==> config.mk <==
export PLATFORM = sky130hd
export DESIGN_NAME = ovsf_div
export DESIGN_NICKNAME = d
export VERILOG_FILES = /design/src/rtl/ovsf_pkg.sv /design/src/rtl/ovsf_div.sv
export SDC_FILE = /design/constraint.sdc
export NUM_CORES = 1
export LEC_CHECK = 0
export BUFFER_PORTS_ARGS = -buffer_cell sky130_fd_sc_hd__clkbuf_2
export CAP_MARGIN = 20
export CORE_MARGIN = 3
export CORE_UTILIZATION = 55
export CTS_CLUSTER_SIZE = 24
export DETAILED_ROUTE_END_ITERATION = 10
export PLACE_DENSITY = 0.78
export SKIP_CTS_REPAIR_TIMING = 1
export SYNTH_ARGS = -nofsm -noshare
export SYNTH_HDL_FRONTEND = slang
export SYNTH_SLANG_ARGS = --single-unit
==> constraint.sdc <==
create_clock -name i_clk -period 8.1 [get_ports i_clk]
set_input_delay 0 -clock i_clk [delete_from_list [all_inputs] [get_ports i_clk]]
set_output_delay 0 -clock i_clk [all_outputs]
set_load 0.05 [all_outputs]
==> src/rtl/ovsf_pkg.sv <==
package ovsf_pkg;

    localparam int FRAC_BITS = 16;
    localparam int NUM_W     = 32 + FRAC_BITS;   // dividend width: step << FRAC_BITS
    localparam int SCALE_W   = 21;
    localparam int CFG_IDX_W = 3;
    localparam int CFG_W     = 21;

    localparam logic [SCALE_W-1:0] SCALE_ONE   = SCALE_W'(1 << FRAC_BITS);
    localparam logic [15:0]        EMA_RST     = 16'd3277;
    localparam logic [16:0]        MIN_STEP_RST = 17'(((1 << FRAC_BITS) + 500) / 1000);
    localparam logic [19:0]        RLOW_RST    = 20'(((1 << FRAC_BITS) + 5) / 10);
    localparam logic [20:0]        RHIGH_RST   = 21'(10 << FRAC_BITS);
    localparam logic [20:0]        SPACING_RST = 21'(1 << FRAC_BITS);

    typedef enum logic [CFG_IDX_W-1:0] {
        CFG_EMA_WEIGHT  = 3'd0,
        CFG_MIN_STEP    = 3'd1,
        CFG_RATIO_LOW   = 3'd2,
        CFG_RATIO_HIGH  = 3'd3,
        CFG_PIN_SPACING = 3'd4
    } t_cfg_idx;

    typedef enum logic [3:0] {
        S_IDLE,
        S_SQ,
        S_SQRT,
        S_DIV_GO,
        S_DIV,
        S_EMA,
        S_PINCHK,
        S_FUSE,
        S_OUT
    } t_state;

    typedef enum logic [1:0] {
        G_WHEEL,
        G_CAM,
        G_PIN
    } t_group;

    typedef struct packed {
        logic signed [31:0] wheel_x;
        logic signed [31:0] wheel_y;
        logic signed [31:0] cam_x;
        logic signed [31:0] cam_y;
        logic signed [31:0] cam_z;
        logic [7:0]         hazard_code;
    } t_in;

    typedef struct packed {
        logic signed [31:0] fused_x;
        logic signed [31:0] fused_y;
        logic [SCALE_W-1:0] scale_now;
        logic               pin_drop;
        logic signed [31:0] pin_x;
        logic signed [31:0] pin_y;
        logic signed [31:0] pin_z;
        logic [7:0]         pin_class;
    } t_out;

    // magnitude of a - b after saturation to signed 32 bit
    function automatic logic [31:0] sat_mag(input logic [31:0] a, input logic [31:0] b);
        logic signed [32:0] d;
        logic [32:0]        m;
        d = $signed({a[31], a}) - $signed({b[31], b});
        m = d[32] ? 33'(-d) : 33'(d);
        if (d[32])
            return (m > 33'h0_8000_0000) ? 32'h8000_0000 : m[31:0];
        return (m > 33'h0_7FFF_FFFF) ? 32'h7FFF_FFFF : m[31:0];
    endfunction

    function automatic logic [31:0] abs32(input logic [31:0] p);
        return p[31] ? 32'(-p) : p;
    endfunction

    // |p| * scale product -> signed, truncated toward zero, saturated
    function automatic logic [31:0] fuse_sat(input logic neg, input logic [63:0] prod);
        logic [63:0] q;
        logic [63:0] nq;
        q  = prod >> FRAC_BITS;
        nq = -q;
        if (neg)
            return (q > 64'h8000_0000) ? 32'h8000_0000 : nq[31:0];
        return (q > 64'h7FFF_FFFF) ? 32'h7FFF_FFFF : q[31:0];
    endfunction

endpackage

==> src/rtl/ovsf_div.sv <==
module ovsf_div
    import ovsf_pkg::*;
(
    input  logic             i_clk,
    input  logic             i_rst_n,
    input  logic             i_start,
    input  logic [NUM_W-1:0] i_num,
    input  logic [31:0]      i_den,
    output logic             o_done,
    output logic [NUM_W-1:0] o_quot
);

    localparam int CNT_W = $clog2(NUM_W);

    logic             r_busy;
    logic             r_done;
    logic [CNT_W-1:0] r_cnt;
    logic [NUM_W-1:0] r_q;
    logic [31:0]      r_rem;
    logic [31:0]      r_den;

    logic [32:0] rem_sh;
    logic        take;

    // dividend shifts out of r_q as quotient bits shift in
    assign rem_sh = {r_rem, r_q[NUM_W-1]};
    assign take   = (rem_sh >= {1'b0, r_den});

    always_ff @(posedge i_clk) begin
        if (!i_rst_n) begin
            r_busy <= 1'b0;
            r_done <= 1'b0;
            r_cnt  <= '0;
        end else begin
            r_done <= 1'b0;
            if (i_start) begin
                r_busy <= 1'b1;
                r_cnt  <= '0;
            end else if (r_busy) begin
                r_cnt <= r_cnt + 1'b1;
                if (r_cnt == CNT_W'(NUM_W - 1)) begin
                    r_busy <= 1'b0;
                    r_done <= 1'b1;
                end
            end
        end
    end

    always_ff @(posedge i_clk) begin
        if (i_start) begin
            r_q   <= i_num;
            r_rem <= '0;
            r_den <= i_den;
        end else if (r_busy) begin
            r_rem <= take ? 32'(rem_sh - {1'b0, r_den}) : rem_sh[31:0];
            r_q   <= {r_q[NUM_W-2:0], take};
        end
    end

    assign o_done = r_done;
    assign o_quot = r_q;

endmodule

# Word-level counts from Yosys, hierarchy flattened
# Cells that the tools add are included.
# Widths: inputs -> output; s select.
[totals]
register_bits = 120
wordCells = 22
inputBits = 83
[op_classes]
n_reduce_logical = 3
bitwise_logic = 2
muxes = 7
n_lt_le_gt_ge = 1
n_addsub = 2
eq_ne = 1
[op_table]
columns = ["op", "n"]
rows = [
  ["$mux 48", 2],
  ["$ge 33x32->1", 1],
  ["$mux 32", 1],
  ["$sub 32x32->32", 1],
  ["$add 6x1->6 const B", 1],
  ["$eq 6x6->1 const B", 1],
  ["$mux 1", 4],
  ["$reduce_or 3->1", 1],
  ["$not 1->1", 2],
  ["$reduce_bool 2->1", 1],
  ["$reduce_or 2->1", 1],
]

# Logic depth before layout (Yosys ltp)
[logic_depth]
ltp_word = 4
mapped_depth = 14
mapped_depth_nobuf = 12

# Least setup slack after synthesis
# Ideal clock, no wire load.
[synth_path]
path_kind = "register to register"
start = "reg r_q[47], in the netlist o_quot[47]"
end = "reg r_rem[24]"
required_time_ns = 8.009
setup_ns = 0.091
path_slack_ns = 5.223
t_arrival_ns = 2.786
path_stages_with_launch = 12
cell_sequence = "edfxtp_1 inv_1 ha_1 fa_1 nor2b_1 o2111ai_1 nand2_1 a21boi_1 o211ai_1 o21ai_0 or3_1 a311oi_1"
[synth_between]
elab_chain_cells = 2
elab_cells_between_ends = 3
[synth_rtl]
columns = ["element", "line", "rtl"]
rows = [
  ["start, declared", "ovsf_div.sv:18", "logic [NUM_W-1:0] r_q;"],
  ["start signal, assigned", "ovsf_div.sv:51", "r_q <= i_num;"],
  ["start signal, assigned", "ovsf_div.sv:56", "r_q <= {r_q[NUM_W-2:0], take};"],
  ["$sub 32x32->32 or $ge 33x32->1 (tied branches)", "ovsf_div.sv:55, ovsf_div.sv:27", ""],
  ["$mux 32 (*)", "ovsf_div.sv:55", "r_rem <= take ? 32'(rem_sh - {1'b0, r_den}) : rem_sh[31:0];"],
  ["end signal, assigned", "ovsf_div.sv:55", ""],
  ["end, declared", "ovsf_div.sv:19", "logic [31:0] r_rem;"],
]
# Mark *: on every way between the ends. The rest lies on a longest branch, timed or not.
# A chain may end at the register's enable or synchronous reset.

# Final worst setup path
[layout_path]
start = "reg r_rem[18]"
end = "reg r_rem[3]"
[layout_between]
elab_chain_cells = 2
[layout_rtl]
columns = ["element", "line", "rtl"]
rows = [
  ["$ge 33x32->1", "ovsf_div.sv:27", "assign take = (rem_sh >= {1'b0, r_den});"],
  ["$mux 32", "ovsf_div.sv:55", ""],
]
# No other way between the ends.

==> results.cfg <==
[yosys]
post-synth-top-area-fraction_pct = 36.0
postSynthAreaPerCell_sq_um = 10.8
synth_cell_types = 70
synthAdderAreaFrac_pct = 6.48
postSynthNetCount = 738
synth_area_leaders = edfxtp_1 (36%), dfxtp_1 (12%), mux2_2 (8.1%)
synth_edf_count = 80
syn_area_sq_um = 6680
synth_mux_area_share_pct = 11.4
yosysTopAreaCell = edfxtp_1
yosys.area_share.xor_xnor_pct = 3.67
synth_flop_cell = edfxtp_1
synth_compound_gate_area_share_pct = 14.1
synth_top_family_by_area = compound AO/OA/AOI/OAI gates
yosys.area_share.simple_pct = 11.7
yosysSeqAreaShare_pct = 48.0
yosys_warnings = 0
async_reset_ff_share_pct = 0
synth_cells = 621
ys_seq_elements = 120

[routing]
wl_per_cell_um = 18.6
ant_nets = 0
first_iter_violations = 453
viasPerCell = 5.86
drc = 0
drt_pre_antenna_iters = 4
wirelength_mm = 18.2
dr_total_vias = 5742

[floorplan]
initial_core_util_pct = 57.3
pin_count = 132
fp.dieArea_sq_um = 13500
die_h_um = 116
rows = 39
core-area_sq_um = 11700
die_w_um = 116

[timing]
fin_crit_ps = 3450
slew_headroom_pct = 29.2
tns_ps = 0
tightestPinTransition_ps = 1060
finalSetupViolations = 0
finalWorstSetupSlack_ps = 4650
hold_ws_ps = 98.5
fin_crit_sh_pct = 42.6
finalMaxSlewViolations = 0
worst_clock_skew_ps = 11.3
rsz0062_at_grt = no
max_freq_ghz = 0.290
hold_violations = 0

[global_route]
grt_pass1_vias = 5255
grtUsageTotal_pct = 23.9
grt_pass1_wl_mm = 25.1
antenna_found_initial = 0
grt_start_max_net_pins = 70
grt_overflow = 0

[layout]
syn_to_final_growth_pct = 31.0
layout.cells.non_filler = 980
finalNetCount = 941
n_fill_cell = 728
drive_gt1_share_pct = 27.4
multi_input_area_sq_um = 3180
antenna_cells = 0
seqCellArea_sq_um = 3200

[cts]
htree_levels = 4
clkSinkCount = 120
cts_buffers = 17
clock_latency_ps = 430
root_buffer = clkbuf_16
clockBufferDepth = 2
cts.clk_slew.worst_paths_ps = 60
tritoncts = built

[worst_setup_path]
cp-startpoint = r_rem[18]
timing.rr.start = r_rem[18]
path_class = flop to flop
start_kind = flop
reg2reg_depth = 10
cp-end-kind = flop
crit_fanout = 32
crit_required_ps = 8410
cp.arrival_ps = 3750

[hold_path]
whs_path_depth = 1
hold_class = primary input to flop
hold_start = i_start

[job]
drv_cap = 0

[power_and_ir_drop]
netSwitchingFraction_pct = 32.7
p_seq_share_pct = 38.1
power_frac_comb_pct = 26.7
peakVddDrop_mv = 0.182
cellPowerDensity_nw_per_um2 = 227
p_leak_nw = 3.75
p_sw_w = 0.000650
clkPwrFrac_pct = 35.2
p_int_w = 0.00134

[placement]
dpl.cell_count = 866
hpwl_mm = 10.8
place_ws_ps = 4730
gp_congestion = 0.938
portBuffers = 131

[outcome]
status = finished clean
## worst paths after layout
check              endpoint  slack (ps)
setup / recovery   r_rem[3]        4650
hold / removal     r_den[2]         100
setup reg to reg   r_rem[3]        4650
hold reg to reg   r_rem[25]         490
## worst max-delay path, cell delays in order (launching register included)
cell and delay [ps]:
dfxtp_1 340, ha_1 510, and3_4 260, and2_4 140
and4_1 210, o311a_1 190, a21oi_2 70, o21ai_2 250
o32a_2 800, mux2i_1 190, a211oi_1 350
## cells in the final DEF (no fill, tap or decap), types with 5 or more instances in the layout
cell type	count
or3_1	6
dfxtp_1	39
nand3_1	7
nand2_1	42
o21ai_0	19
xnor2_1	17
clkbuf_16	17
nand4_1	7
inv_1	37
clkbuf_2	130
a31oi_1	8
a311oi_1	7
nor2b_1	5
dlygate4sd3_1	81
mux2_2	48
a21oi_1	37
mux2i_1	22
nor2_1	55
a211oi_1	26
o21ai_1	5
edfxtp_1	80
ha_1	33
and3_1	6
nor3_1	7
xor2_1	11
a21o_1	11
## through the flow
stage	power [W]	utilization (%)	instance area (sq um)
global route	0.00207	75.0	8750
global placement	0.00123	63.2	7370
CTS	0.00194	67.9	7920
detailed placement	0.00125	63.2	7370
floorplan	0.00114	-	6680
finish	0.00199	75.0	8750
## cell usage after synthesis (all sizes together), types with 22 or more instances
cell type,instances
edfxtp,80
nor2,56
mux2,48
nand2,43
dfxtp,40
a21oi,38
inv,37
ha,33
a211oi,26
o21ai,25
clkbuf,23
mux2i,22
## final cells by class
class | count | share of cell area (%)
Sequential cell | 120 | 36.6
Timing Repair Buffer | 215 | 17.2
Clock buffer | 21 | 5.38
Inverter | 38 | 1.63
Multi-Input combinational cell | 432 | 36.3
Clock inverter | 11 | 0.858
Tap cell | 143 | 2.04
## per-layer routing
metal	global-route usage (%)	vias up	share of wire (%)
met2	38.4	269	50
met4	8.66	0	1.8
met3	8.96	31	7.5
met5	0	-	0
met1	29.6	2726	41
li1	-	2716	-
## cells by family (layout without fill, tap and decap cells)
family                   count (synthesis)  after routing
buffers and inverters                   69            285
AND/OR/NAND/NOR                        159            159
multiplexers                            70             70
XOR/XNOR                                28             28
AO/OA/AOI/OAI                          141            141
flip-flops                             120            120
adder cells (fa/ha/maj)                 34             34
## state kept, by name, summed over array words and instances (netlist names)
name / flops
r_cnt: 6
r_den: 32
r_rem: 32
o_quot: 48
r_busy: 1
o_done: 1
## power groups by stage
stage	clock [W]	sequential, W	combinational [W]
after floorplan	0	0.000847	0.000293
after global placement	0	0.000760	0.000474
after detailed placement	0	0.000762	0.000484
after CTS	0.000699	0.000752	0.000488
after global routing	0.000734	0.000762	0.000573
final	0.000699	0.000757	0.000531
Note: power is estimated with default switching activity, not from simulation.
