===== config.mk =====
export PLATFORM = sky130hd
export DESIGN_NAME = ovsf_isqrt
export DESIGN_NICKNAME = d
export VERILOG_FILES = /design/src/rtl/ovsf_pkg.sv /design/src/rtl/ovsf_isqrt.sv
export SDC_FILE = /design/constraint.sdc
export NUM_CORES = 1
export LEC_CHECK = 0
export ABC_AREA = 1
export BUFFER_PORTS_ARGS = -buffer_cell sky130_fd_sc_hd__buf_4
export CORE_MARGIN = 5
export CORE_UTILIZATION = 53
export CTS_CLUSTER_DIAMETER = 80
export DETAILED_ROUTE_END_ITERATION = 16
export PLACE_DENSITY_LB_ADDON = 0.05
export SLEW_MARGIN = 20
export SYNTH_ARGS = -nofsm -noshare
export SYNTH_HDL_FRONTEND = slang
export SYNTH_SLANG_ARGS = --single-unit

===== constraint.sdc =====
create_clock -name i_clk -period 3 [get_ports i_clk]
set_input_delay 0.6 -clock i_clk [delete_from_list [all_inputs] [get_ports i_clk]]
set_output_delay 0.6 -clock i_clk [all_outputs]
set_load 0.02 [all_outputs]

===== src/rtl/ovsf_pkg.sv =====
package ovsf_pkg;

    localparam int FRAC_BITS = 16;
    localparam int NUM_W     = 32 + FRAC_BITS;   // dividend width: step << FRAC_BITS
    localparam int SCALE_W   = 21;
    localparam int CFG_IDX_W = 3;
    localparam int CFG_W     = 21;

    localparam logic [SCALE_W-1:0] SCALE_ONE   = SCALE_W'(1 << FRAC_BITS);
    localparam logic [15:0]        EMA_RST     = 16'd3277;
    localparam logic [16:0]        MIN_STEP_RST = 17'(((1 << FRAC_BITS) + 500) / 1000);
    localparam logic [19:0]        RLOW_RST    = 20'(((1 << FRAC_BITS) + 5) / 10);
    localparam logic [20:0]        RHIGH_RST   = 21'(10 << FRAC_BITS);
    localparam logic [20:0]        SPACING_RST = 21'(1 << FRAC_BITS);

    typedef enum logic [CFG_IDX_W-1:0] {
        CFG_EMA_WEIGHT  = 3'd0,
        CFG_MIN_STEP    = 3'd1,
        CFG_RATIO_LOW   = 3'd2,
        CFG_RATIO_HIGH  = 3'd3,
        CFG_PIN_SPACING = 3'd4
    } t_cfg_idx;

    typedef enum logic [3:0] {
        S_IDLE,
        S_SQ,
        S_SQRT,
        S_DIV_GO,
        S_DIV,
        S_EMA,
        S_PINCHK,
        S_FUSE,
        S_OUT
    } t_state;

    typedef enum logic [1:0] {
        G_WHEEL,
        G_CAM,
        G_PIN
    } t_group;

    typedef struct packed {
        logic signed [31:0] wheel_x;
        logic signed [31:0] wheel_y;
        logic signed [31:0] cam_x;
        logic signed [31:0] cam_y;
        logic signed [31:0] cam_z;
        logic [7:0]         hazard_code;
    } t_in;

    typedef struct packed {
        logic signed [31:0] fused_x;
        logic signed [31:0] fused_y;
        logic [SCALE_W-1:0] scale_now;
        logic               pin_drop;
        logic signed [31:0] pin_x;
        logic signed [31:0] pin_y;
        logic signed [31:0] pin_z;
        logic [7:0]         pin_class;
    } t_out;

    // magnitude of a - b after saturation to signed 32 bit
    function automatic logic [31:0] sat_mag(input logic [31:0] a, input logic [31:0] b);
        logic signed [32:0] d;
        logic [32:0]        m;
        d = $signed({a[31], a}) - $signed({b[31], b});
        m = d[32] ? 33'(-d) : 33'(d);
        if (d[32])
            return (m > 33'h0_8000_0000) ? 32'h8000_0000 : m[31:0];
        return (m > 33'h0_7FFF_FFFF) ? 32'h7FFF_FFFF : m[31:0];
    endfunction

    function automatic logic [31:0] abs32(input logic [31:0] p);
        return p[31] ? 32'(-p) : p;
    endfunction

    // |p| * scale product -> signed, truncated toward zero, saturated
    function automatic logic [31:0] fuse_sat(input logic neg, input logic [63:0] prod);
        logic [63:0] q;
        logic [63:0] nq;
        q  = prod >> FRAC_BITS;
        nq = -q;
        if (neg)
            return (q > 64'h8000_0000) ? 32'h8000_0000 : nq[31:0];
        return (q > 64'h7FFF_FFFF) ? 32'h7FFF_FFFF : q[31:0];
    endfunction

endpackage


===== src/rtl/ovsf_isqrt.sv =====
module ovsf_isqrt
    import ovsf_pkg::*;
(
    input  logic        i_clk,
    input  logic        i_rst_n,
    input  logic        i_start,
    input  logic [63:0] i_radicand,
    output logic        o_done,
    output logic [31:0] o_root
);

    logic        r_busy;
    logic        r_done;
    logic [4:0]  r_cnt;
    logic [63:0] r_rad;
    logic [33:0] r_rem;
    logic [31:0] r_root;

    logic [35:0] rem_sh;
    logic [35:0] trial;
    logic        take;

    // one result bit per cycle, restoring
    assign rem_sh = {r_rem, r_rad[63:62]};
    assign trial  = {2'b00, r_root, 2'b01};
    assign take   = (rem_sh >= trial);

    always_ff @(posedge i_clk) begin
        if (!i_rst_n) begin
            r_busy <= 1'b0;
            r_done <= 1'b0;
            r_cnt  <= '0;
        end else begin
            r_done <= 1'b0;
            if (i_start) begin
                r_busy <= 1'b1;
                r_cnt  <= '0;
            end else if (r_busy) begin
                r_cnt <= r_cnt + 5'd1;
                if (r_cnt == 5'd31) begin
                    r_busy <= 1'b0;
                    r_done <= 1'b1;
                end
            end
        end
    end

    always_ff @(posedge i_clk) begin
        if (i_start) begin
            r_rad  <= i_radicand;
            r_rem  <= '0;
            r_root <= '0;
        end else if (r_busy) begin
            r_rad  <= {r_rad[61:0], 2'b00};
            r_rem  <= take ? 34'(rem_sh - trial) : rem_sh[33:0];
            r_root <= {r_root[30:0], take};
        end
    end

    assign o_done = r_done;
    assign o_root = r_root;

endmodule


# Yosys cells after proc, flatten, opt, wreduce, memory -nomap -nowiden
# Index checks and enable logic that the tools add are counted.
totals:
  ff_bits: 137
  out_inout_bits: 33
  word_cells: 22
classes:
  add_sub_neg: 2
  n_lt_le_gt_ge: 1
  n_eq_ne: 1
  muxes: 7
  bitwise: 2
  reduce_logical: 3
op_table:
  columns: ["operator", "count"]
  rows:
  - ["$mux 64", 2]
  - ["$ge 36x34->1", 1]
  - ["$mux 34", 1]
  - ["$sub 34x34->34", 1]
  - ["$add 5x1->5 const B", 1]
  - ["$eq 5x5->1 const B", 1]
  - ["$mux 1", 4]
  - ["$reduce_or 3->1", 1]
  - ["$not 1->1", 2]
  - ["$reduce_bool 2->1", 1]
  - ["$reduce_or 2->1", 1]

# Depth between registers and ports, before layout
depth:
  word_depth: 4
  ltp_mapped: 17
  ltp_nobuf: 17

# Worst setup path after synthesis
# Ideal clock, no wire load.
synth_timing:
  path_kind: "input to register"
  startpoint: "in i_start"
  endpoint: "reg r_rad[0] (enable)"
  setup_ns: 0.454
  arrival_ns: 2.754
  path_slack_ns: -0.208
  cell_stages: 3
  cell_sequence: "nor2_1 clkinv_1 clkbuf_1"
synth_via:
  elab_chain_cells: 1
synth_rtl:
  columns: ["element", "line_no", "text"]
  rows:
  - ["start, declared", "ovsf_isqrt.sv:6", "input logic i_start,"]
  - ["$reduce_bool 2->1 (no line)", null, null]
  - ["end signal, assigned", "ovsf_isqrt.sv:50", "r_rad <= i_radicand;"]
  - ["end signal, assigned", "ovsf_isqrt.sv:54", "r_rad <= {r_rad[61:0], 2'b00};"]
  - ["end, declared", "ovsf_isqrt.sv:15", "logic [63:0] r_rad;"]
# Every way passes these cells.
# A chain may end at the register's enable or synchronous reset.

# Worst setup path in the final report
layout_timing:
  startpoint: "reg r_root[21] (netlist: o_root[21])"
  endpoint: "reg r_rem[27]"
layout_via:
  elab_chain_cells: 2
layout_rtl:
  columns: ["element", "line_no", "text"]
  rows:
  - ["start, declared", "ovsf_isqrt.sv:17", "logic [31:0] r_root;"]
  - ["start signal, assigned", "ovsf_isqrt.sv:56", "r_root <= {r_root[30:0], take};"]
  - ["$sub 34x34->34 or $ge 36x34->1 (tied branches)", "ovsf_isqrt.sv:55, ovsf_isqrt.sv:26", null]
  - ["$mux 34 *", "ovsf_isqrt.sv:55", "r_rem <= take ? 34'(rem_sh - trial) : rem_sh[33:0];"]
  - ["end signal, assigned", "ovsf_isqrt.sv:55", null]
  - ["end, declared", "ovsf_isqrt.sv:16", "logic [33:0] r_rem;"]
# Mark *: on every way between the ends. The rest lies on a longest branch, timed or not.

==> flow_summary.yaml <==
run_status:
  status: "finished clean"
setup_path:
  path_buf_inv: 2
  critical_path.max_stage_delay_ps: 430
  critPathLaunchType: "flop"
  critPathMaxFanout: 26
  r2r_start: "o_root[21]"
  critPathTopFamily: "simple AND/OR/NAND/NOR gates"
  ff2ff_path_depth: 14
  worstPathArrival_ps: 2900
  crit_path_cell_trace: "inv_1, ha_1, nand2_2, inv_1, nand2_1, nand2_1, nand2_1, nand2_1, a21oi_1, nand4_4, nand2_2, nand2_1, nand2_1, nand2_1"
  crit_path_end_kind: "flop"
  worst_r2r_endpoint: "r_rem[27]"
  worstSetupPathType: "flop to flop"
  crit_path_top_delay_cell: "nand4_4"
  worst-r2r-setup-slack_ps: 410
  cp_common_cell: "nand2_1"
  critPathRequiredTime_ps: 3320
global_routing:
  grt_max_degree: 74
  grt_pass1_wl_mm: 33.9
  track_usage_pct: 23.3
  overflow: 0
  grt_pass1_vias: 7157
  antenna_found_initial: 0
timing:
  fin_worst_skew_ps: 12.1
  worstMarginPinSlew_ps: 655
  rsz0062_at_grt: "false"
  max_slew_margin_pct: 56.3
  fin_setup_tns_ps: 0
  setup_viol: 0
  maxSlewViolCount: 0
  hold_viol: 0
  max_freq_mhz: 387
  post-route-period-util_pct: 86.2
  period_minus_slack_ps: 2590
floorplan:
  die_h_um: 134
  die_area_um2: 17900
  initial_core_util_pct: 53.8
  fp.dieW_um: 134
  io_pins: 100
  core_area_um2: 15100
  rows: 45
pwr:
  clkPwrFrac_pct: 21.1
  irDropWorstVdd_uv: 674
  power_density_nw_per_um2: 1070
  power.net_switching_w: 0.00484
  p_leak_nw: 5.00
  swShare_pct: 46.9
  pwr-share-seq_pct: 22.6
  intPower_w: 0.00547
  p_comb_share_pct: 56.2
synthesis:
  synth_ff_type: "dfxtp_1"
  avgSynthCellArea_um2: 7.02
  yosysMostFrequentCell: "nand2_1"
  synthesis.nets: 1259
  async_reset_ff_share_pct: 0
  synth-edff-count: 64
  postSynthCellCount: 1156
  synth_seq_cells: 137
  ys_seq_area_share_pct: 41.7
  synth_area_leader_cell: "nand2_1"
  yosys-top-cells-area: "nand2_1, edfxtp_1, dfxtp_1, inv_1, ha_1"
  yosysWarningCount: 0
  synth_top_area_share_pct: 24.4
  synth_commonest_cells: "nand2_1, inv_1, dfxtp_1, nand3_1, edfxtp_1"
  mappedNetlistArea_um2: 8110
  yosysUniqueCellTypes: 36
cts:
  cts_tree: "built"
  clock_latency_ps: 430
  cts.repair.resized: 0
  clock_sinks: 137
  cts_setup_buffers: 0
  h-tree-depth: 4
  clkSlewWorstSetupHoldPaths_ps: 60
  cts_buffers: 17
  cts_buffer_depth: 2
  ctsHoldBuffers: 0
  clock-root-buffer: "clkbuf_16"
place:
  place_hpwl_mm: 15.2
  io_buffers: 99
  routabilityCongestion: 0.990
routing:
  drt_drc_violations_left: 0
  ant_nets: 0
  vias_per_cell: 5.06
  routedWlPerCell_um: 14.1
  num_vias: 7345
  wirelength_mm: 20.5
  drtIter0Drc: 437
  dr.pass1.iters: 5
layout:
  num_antenna_cells: 0
  nets: 1354
  area_growth_pct: 18.7
  drive_gt1_share_pct: 12.5
  utilization_pct: 63.8
hold_path:
  hold_end: "o_done"
  hold_path.class: "input port to flop"
  worstHoldPathCells: 3
  hold_start: "i_rst_n"
job:
  maxCapViolations: 0
[power groups by stage]
| stage | Clock, W | Sequential [W] | Combinational [W] |
|---|---|---|---|
| 3_5_place_dp | 0 | 0.00237 | 0.00575 |
| 4_1_cts | 0.00220 | 0.00233 | 0.00578 |
| 6_report | 0.00218 | 0.00233 | 0.00580 |
| 5_1_grt | 0.00228 | 0.00236 | 0.00657 |
| 3_3_place_gp | 0 | 0.00237 | 0.00572 |
| 2_1_floorplan | 0 | 0.00234 | 0.00438 |
[metrics by stage]
step           cell area, um^2  cells  worst slack (ps)  power (W)  hold WS (ps)
4_1_cts                   9630   1452               428     0.0103           408
3_5_place_dp              9030   1420               462    0.00812           449
3_3_place_gp              9030   1420               516    0.00809           440
2_1_floorplan             8110   1156               649    0.00672           426
5_1_grt                   9630   1452               126     0.0112           412
6_report                  9630   1452               415     0.0103           411
[worst min-delay path, stage by stage]
cell     delay [ps]
buf_4           120
nand2_1          50
nor2_1           30
[area by class of cell]
class	count	area [um^2]
clock buffer	19	433
clock inverter	13	166
fill	1439	5460
inverter	143	538
multi-input combinational	844	4040
sequential	137	3380
tap	188	235
timing repair buffer	108	836
[placed cells by master, fill, tap and decap left out, types with 2 or more instances in the layout]
cell type,instances
a21oi_1,31
nor3b_1,2
nor3_1,4
inv_6,4
inv_2,2
clkinv_2,2
xnor2_1,14
clkbuf_16,17
nor2_2,7
clkbuf_1,2
nand2_1,528
nand2_2,5
nand3_1,67
dfxtp_1,73
nand3b_1,22
xor2_1,3
nand4_1,10
nor2_1,55
ha_1,36
o21ai_0,12
o21bai_1,5
buf_4,106
buf_12,2
bufinv_16,3
edfxtp_1,64
o22ai_1,31
inv_1,140
[routing by layer]
layer | share of wire, % | vias to the layer above | GRT usage, %
met1 | 45 | 3288 | 29.7
met4 | 1.7 | 0 | 6.57
met2 | 48 | 165 | 39.5
met3 | 5.2 | 29 | 5.55
met5 | 0 | - | 0
li1 | - | 3863 | -
[worst max-delay path by stage]
| stage | slack (ps) | start | cells after the start | end |
|---|---|---|---|---|
| 4_1_cts | 430 | o_root[21] | 14 | r_rem[27] |
| 6_report | 410 | o_root[21] | 14 | r_rem[27] |
| 3_3_place_gp | 520 | o_root[13] | 12 | r_rem[31] |
| 5_1_grt | 130 | o_root[21] | 14 | r_rem[33] |
| 3_5_place_dp | 460 | o_root[25] | 12 | r_rem[33] |
| 2_1_floorplan | 650 | i_start | 3 | r_rad[0] |
[logic make-up (layout without fill, tap and decap cells)]
logic type	after synthesis	in the layout	share of synthesized area [%]
and+or+nand+nor	708	708	36.3
buffers and inverters	175	283	8.59
DFF	137	137	41.7
AOI/OAI and AO/OA	83	83	5.99
adders and majority gates	36	36	5.55
xor gates and xnor gates	17	17	1.84
[sequential cells by signal, indices dropped and copies added (netlist names)]
name and cells:
r_cnt 5, r_rem 34, o_done 1, o_root 32, r_rad 64, r_busy 1
(Power assumes the default switching activity.)
